==> src/rtl/core/lpve_pkg.sv <==
package lpve_pkg;

  // width of the value port and default number of used value bits
  localparam int unsigned ValueW      = 32;
  localparam int unsigned ValueBitsDef = 32;

  // code byte layout
  localparam int unsigned ByteW   = 8;
  localparam int unsigned LenBits = 3;
  localparam int unsigned LowBits = ByteW - LenBits;

  // item handed from the length stages to the serializer
  typedef struct packed {
    logic               valid;
    logic               final_value;
    logic [LenBits-1:0] len_m1;
  } ctl_t;

endpackage

==> src/rtl/core/lpve_front.sv <==
module lpve_front #(
  parameter int unsigned VW = 32
) (
  input  logic                   clk_i,
  input  logic                   rst_ni,
  input  logic [lpve_pkg::ValueW-1:0] value_i,
  input  logic                   final_value_i,
  input  logic                   in_valid_i,
  output logic                   in_stall_o,
  output lpve_pkg::ctl_t         ctl_o,
  output logic [VW-1:0]          value_o,
  input  logic                   ser_ready_i
);
  import lpve_pkg::*;

  localparam int unsigned SbW  = $clog2(VW + 1);
  localparam int unsigned SumW = $clog2(VW + 11);

  logic          v1_q, v2_q;
  logic [VW-1:0] val1_q, val2_q;
  logic          fin1_q, fin2_q;
  logic [LenBits-1:0] len2_q;

  logic load1, load2, take2;
  logic [SbW-1:0]  sb;
  logic [SumW-1:0] sum, nbytes;
  logic [LenBits-1:0] len_m1_d;

  assign take2      = v2_q && ser_ready_i;
  assign load2      = v1_q && (!v2_q || take2);
  assign load1      = in_valid_i && (!v1_q || load2);
  assign in_stall_o = v1_q && !load2;

  // significant bit count: position of the highest set bit plus one
  always_comb begin
    sb = '0;
    for (int i = 0; i < VW; i++) begin
      if (val1_q[i]) sb = SbW'(i + 1);
    end
  end

  // fewest bytes n with 8n-3 >= bit count, zero gives one byte
  assign sum      = SumW'(sb) + SumW'(10);
  assign nbytes   = sum >> 3;
  assign len_m1_d = LenBits'(nbytes - SumW'(1));

  always_ff @(posedge clk_i or negedge rst_ni) begin
    if (!rst_ni) begin
      v1_q <= 1'b0;
      v2_q <= 1'b0;
    end else begin
      if (load1) v1_q <= 1'b1;
      else if (load2) v1_q <= 1'b0;
      if (load2) v2_q <= 1'b1;
      else if (take2) v2_q <= 1'b0;
    end
  end

  always_ff @(posedge clk_i) begin
    if (load1) begin
      val1_q <= value_i[VW-1:0];
      fin1_q <= final_value_i;
    end
    if (load2) begin
      val2_q <= val1_q;
      fin2_q <= fin1_q;
      len2_q <= len_m1_d;
    end
  end

  assign ctl_o.valid       = v2_q;
  assign ctl_o.final_value = fin2_q;
  assign ctl_o.len_m1      = len2_q;
  assign value_o           = val2_q;

endmodule

==> src/rtl/core/lpve_ser.sv <==
module lpve_ser #(
  parameter int unsigned VW = 32
) (
  input  logic                       clk_i,
  input  logic                       rst_ni,
  input  lpve_pkg::ctl_t             ctl_i,
  input  logic [VW-1:0]              value_i,
  output logic                       ser_ready_o,
  output logic [lpve_pkg::ByteW-1:0] code_byte_o,
  output logic                       last_of_value_o,
  output logic                       end_of_block_o,
  output logic                       out_valid_o,
  input  logic                       out_stall_i
);
  import lpve_pkg::*;

  localparam int unsigned MaxBytes = (VW + 10) / 8;
  localparam int unsigned PosW     = $clog2(MaxBytes);
  localparam int unsigned PadW     = MaxBytes * ByteW;

  logic               busy_q;
  logic [VW-1:0]      val_q;
  logic               fin_q, first_q;
  logic [PosW-1:0]    pos_q;
  logic [LenBits-1:0] len_q;

  logic               oval_q, olast_q, oeob_q;
  logic [ByteW-1:0]   obyte_q;

  logic               out_free, emit, done, load;
  logic [PadW-1:0]    padded;
  logic [ByteW-1:0]   byte_sel, byte_d;
  logic [ByteW-1:0]   bytes_w [MaxBytes];

  assign out_free    = !oval_q || !out_stall_i;
  assign emit        = busy_q && out_free;
  assign done        = emit && (pos_q == '0);
  assign ser_ready_o = !busy_q || done;
  assign load        = ctl_i.valid && ser_ready_o;

  // bytes above the value width read as zero
  assign padded = PadW'(val_q);
  for (genvar b = 0; b < MaxBytes; b++) begin : g_bytes
    assign bytes_w[b] = padded[b*ByteW +: ByteW];
  end

  assign byte_sel = bytes_w[pos_q];
  assign byte_d   = first_q ? {len_q, byte_sel[LowBits-1:0]} : byte_sel;

  always_ff @(posedge clk_i or negedge rst_ni) begin
    if (!rst_ni) begin
      busy_q <= 1'b0;
      oval_q <= 1'b0;
    end else begin
      if (load) busy_q <= 1'b1;
      else if (done) busy_q <= 1'b0;
      if (emit) oval_q <= 1'b1;
      else if (!out_stall_i) oval_q <= 1'b0;
    end
  end

  always_ff @(posedge clk_i) begin
    if (load) begin
      val_q   <= value_i;
      fin_q   <= ctl_i.final_value;
      len_q   <= ctl_i.len_m1;
      pos_q   <= PosW'(ctl_i.len_m1);
      first_q <= 1'b1;
    end else if (emit) begin
      pos_q   <= pos_q - PosW'(1);
      first_q <= 1'b0;
    end
    if (emit) begin
      obyte_q <= byte_d;
      olast_q <= (pos_q == '0);
      oeob_q  <= (pos_q == '0) && fin_q;
    end
  end

  assign code_byte_o     = obyte_q;
  assign last_of_value_o = olast_q;
  assign end_of_block_o  = oeob_q;
  assign out_valid_o     = oval_q;

endmodule

==> src/rtl/core/length_prefixed_varint_encoder.sv <==
// channel  direction  handshake                    payload
// input    in         in_valid_i / in_stall_o      value_i, final_value_i
// output   out        out_valid_o / out_stall_i    code_byte_o, last_of_value_o, end_of_block_o
//
// a value of n code bytes (1 to 5 for 32 used bits) is split into its bytes at the byte serializer,
// which drives one byte per cycle into the output register while the output is not stalled
// the first byte of an accepted item passes two length stages, the serializer and the output register
// the length stages take a new item every cycle while the serializer has room
// rst_ni clears all valid bits at once; payload registers keep their contents
// a stall on the output holds the byte in place and backs up through the stages without loss
module length_prefixed_varint_encoder #(
  parameter int unsigned VALUE_BITS = lpve_pkg::ValueBitsDef
) (
  input  logic                        clk_i,
  input  logic                        rst_ni,
  input  logic [lpve_pkg::ValueW-1:0] value_i,
  input  logic                        final_value_i,
  input  logic                        in_valid_i,
  output logic                        in_stall_o,
  output logic [lpve_pkg::ByteW-1:0]  code_byte_o,
  output logic                        last_of_value_o,
  output logic                        end_of_block_o,
  output logic                        out_valid_o,
  input  logic                        out_stall_i
);
  import lpve_pkg::*;

  // only the bits the port carries can be set
  localparam int unsigned VW = (VALUE_BITS < ValueW) ? VALUE_BITS : ValueW;

  ctl_t          ctl;
  logic [VW-1:0] value_s2;
  logic          ser_ready;

  lpve_front #(.VW(VW)) u_front (
    .clk_i        (clk_i),
    .rst_ni       (rst_ni),
    .value_i      (value_i),
    .final_value_i(final_value_i),
    .in_valid_i   (in_valid_i),
    .in_stall_o   (in_stall_o),
    .ctl_o        (ctl),
    .value_o      (value_s2),
    .ser_ready_i  (ser_ready)
  );

  lpve_ser #(.VW(VW)) u_ser (
    .clk_i          (clk_i),
    .rst_ni         (rst_ni),
    .ctl_i          (ctl),
    .value_i        (value_s2),
    .ser_ready_o    (ser_ready),
    .code_byte_o    (code_byte_o),
    .last_of_value_o(last_of_value_o),
    .end_of_block_o (end_of_block_o),
    .out_valid_o    (out_valid_o),
    .out_stall_i    (out_stall_i)
  );

endmodule

==> config.mk <==
export PLATFORM = sky130hd
export DESIGN_NAME = length_prefixed_varint_encoder
export DESIGN_NICKNAME = d
export VERILOG_FILES = /design/src/rtl/core/lpve_pkg.sv /design/src/rtl/core/lpve_front.sv /design/src/rtl/core/lpve_ser.sv /design/src/rtl/core/length_prefixed_varint_encoder.sv
export SDC_FILE = /design/constraint.sdc
export NUM_CORES = 1
export LEC_CHECK = 0
export ABC_AREA = 1
export CORE_MARGIN = 4
export CORE_UTILIZATION = 60
export DETAILED_ROUTE_END_ITERATION = 8
export DONT_BUFFER_PORTS = 1
export PLACE_DENSITY = 0.85
export SLEW_MARGIN = 5
export SYNTH_ARGS = -nofsm -noshare
export SYNTH_HDL_FRONTEND = slang
export SYNTH_SLANG_ARGS = --single-unit
==> constraint.sdc <==
create_clock -name clk_i -period 3.5 [get_ports clk_i]
set_input_delay 0.7 -clock clk_i [delete_from_list [all_inputs] [get_ports clk_i]]
set_output_delay 0.7 -clock clk_i [all_outputs]
set_load 0.01 [all_outputs]
==> impl_metrics.toml <==
[placement]
io_buffers = 0
dp_hpwl_mm = 4.490
gp_congestion = 0.8416
dpl_cell_area_um2 = 4558
place_ws_ns = 0.4370

[setup_path]
crit_path_cell_trace = "inv_1 > ha_1 > nand2_4 > inv_4 > a21oi_4 > nand2_4 > nor2_4"
critPathLaunch = "u_ser.pos_q[0]"
worstPathArrival_ns = 2.47
path_class = "flop to output port"
cpMaxStageDelayCell = "edfxtp_1"
cp-start-kind = "flop"
worst_path_largest_cell_delay_ns = 0.69
cp_num_cells = 7
cp-end-kind = "output port"
crit_top_cell = "nand2_4"
critical-path-top-delay-family = "flip-flops"
worst-path-max-fanout = 18
required_ns = 2.80
critPathBufInv = 2
ff2ff_path_depth = 10
regToRegStartpoint = "u_ser.pos_q[0]"

[synthesis]
async_reset_ff_share_pct = 3.252
netlist_instances = 288
yosysUniqueCellTypes = 28
yosys_warnings = 0
synth_edf_count = 118
synth_area_leader_cell = "edfxtp_1"
ys.flop_type = "edfxtp_1"
synthesis.area_um2 = 4451
ys_seq_area_share_pct = 82.32
syn_area_per_cell_um2 = 15.45
synth_nets = 328
synth-seq-cells = 123
yosysTopAreaCellShare_pct = 79.62
synth.most_common_cell = "edfxtp_1"
synthTopCellsByCount = "edfxtp_1, nor2_1, nand2_1, inv_1, o21ai_0"
yosys-top-cells-area = "edfxtp_1, nor2_1, nand2_1"

[pwr]
power_density_nw_per_um2 = 858.7
combPwrFrac_pct = 11.3
pwr-share-seq_pct = 48.6
clock_power_share_pct = 40.0
vdd_ir_drop_max_mv = 0.4921
p_leak_nw = 1.879
netSwitchingFraction_pct = 24.29
intPower_mw = 3.374
p_sw_mw = 1.082
total_power_mw = 4.457

[global_route]
grt.total_usage_pct = 18.19
grt_overflow_total = 0
grt_busiest_layer = "met2"
use_met2_pct = 30.46
grt_pass1_wl_mm = 11.34
grt_pass1_vias = 2291
grt_use_met3_pct = 6.811
antenna_found_initial = 0
grt_max_degree = 37
groute.layer.met1.usage_pct = 20.57

[timing]
final_hold_viol_count = 0
max_freq_ghz = 0.3158
setup_viol = 0
clock_skew_ns = 0.006508
post-route-period-util_pct = 90.48
slew_viol_final = 0
rsz0062_at_grt = "false"
fin_tns_setup_ns = 0
setup_ws_ns = 0.3331
slew_headroom_pct = 22.14
min_period_ns = 3.167
tightest_slew_ns = 1.167

[final_layout]
num-nets-final = 345
drive_gt1_share_pct = 13.52
finish.utilization_pct = 71.94
final_area_um2 = 5190
fillers = 451
antenna_cells = 0
layout-area-overhead-vs-synth_pct = 16.62

[clocking]
cts_buffers = 17
cts_tree = "done"
postCtsSetupRepairBufs = 0
path_clk_slew_ns = 0.05
clk_path_buf_depth = 2
cts.sinks = 123
clockRootBuffer = "clkbuf_8"
clock_latency_ns = 0.50
post_cts_resize_count = 0
cts_max_level = 4

[floorplan]
die-area_um2 = 8860
placementRows = 31
die_h_um = 94.13
start_util_pct = 61.69
design.portCount = 49
die_x_um = 94.13
core_um2 = 7214

[route]
postRouteAntennaNets = 0
vias = 2206
drcViolationCount = 0
drt_iter0_markers = 117
wire_per_inst_um = 16.87
drt_wl_total_mm = 7.033
via_per_inst = 5.290
firstDrtPassIters = 5

[min_path]
min_path_cells = 0
min_path_type = "input pin to flop"
hp-start = "value_i[17]"

[outcome]
status = "completed"

[flow_run]
cap_violations = 0
## repair_timing
item                                   in CTS  in global routing
endpoints found under the hold margin       4                  0
setup endpoints to repair                   0                  0
hold buffers                                1                  0
## stage by stage
stage / std cells / hold WS [ns]
2_1_floorplan: 288 / 0.4003
4_1_cts: 417 / 0.2638
5_1_grt: 417 / 0.2521
3_3_place_gp: 384 / 0.4038
6_report: 417 / 0.2934
3_5_place_dp: 384 / 0.4045
## logic make-up after synthesis
| group | Yosys count | synth area share, % |
|---|---|---|
| adders and majority gates | 3 | 0.8435 |
| buffers and inverters | 34 | 3.317 |
| xor gates and xnor gates | 1 | 0.1968 |
| and+or+nand+nor | 95 | 9.249 |
| DFF | 123 | 82.32 |
| AOI/OAI and AO/OA | 32 | 4.077 |
## power groups by stage
stage,clock [mW],sequential [mW],combinational (mW)
CTS,1.81,2.17,0.510
global placement,0,2.17,0.457
floorplan,0,2.10,0.439
finish,1.78,2.17,0.505
global route,1.90,2.19,0.576
detailed placement,0,2.19,0.494
## state kept, by name, summed over array words and instances (netlist names)
signal and count:
u_front.fin1_q 1, u_front.fin2_q 1, u_front.len2_q 3, u_front.v1_q 1
u_front.v2_q 1, u_front.val1_q 32, u_front.value_o 32, u_ser.busy_q 1
u_ser.code_byte_o 8, u_ser.end_of_block_o 1, u_ser.fin_q 1, u_ser.first_q 1
u_ser.last_of_value_o 1, u_ser.len_q 3, u_ser.out_valid_o 1, u_ser.pos_q 3
u_ser.val_q 32
## cells in the final DEF (no fill, tap or decap), types with 3 or more instances in the layout
cell       Yosys  layout
inv_1         25      25
nor2_1        42      42
clkbuf_8       0       5
clkbuf_16      0      16
a21oi_1        6       6
dfrtp_1        4       4
o21ai_0       20      20
nand3_1        7       7
ha_1           3       3
o22ai_1        3       3
edfxtp_1     118     118
clkbuf_1       0       4
nand2_1       35      35
bufinv_16      0       4
## path summary, 6_finish.rpt
| check | slack, ns | endpoint |
|---|---|---|
| min in group asynchronous | 0.48 | u_front.v1_q |
| hold / removal | 0.29 | u_front.val1_q[17] |
| setup / recovery | 0.33 | in_stall_o |
| max in group asynchronous | 2.84 | u_ser.out_valid_o |
| hold reg to reg | 0.41 | u_ser.val_q[19] |
| setup reg to reg | 0.42 | u_front.val1_q[9] |
## final cells by class
type / count / area [µm²] / share of cell area [%]
tap: 99 / 123.9 / 2.387
inverter: 29 / 116.4 / 2.242
clock inverter: 7 / 137.6 / 2.652
timing repair buffer: 3 / 25.02 / 0.4822
clock buffer: 25 / 484.2 / 9.330
sequential: 123 / 3664 / 70.59
multi-input combinational: 131 / 639.4 / 12.32
## metal layers
metal | vias up | part of all wire [%]
met5 | - | 0
met4 | 0 | 0.63
met1 | 1055 | 40
met3 | 6 | 4.5
met2 | 95 | 55
li1 | 1050 | -
Note: power is estimated with default switching activity, not from simulation.
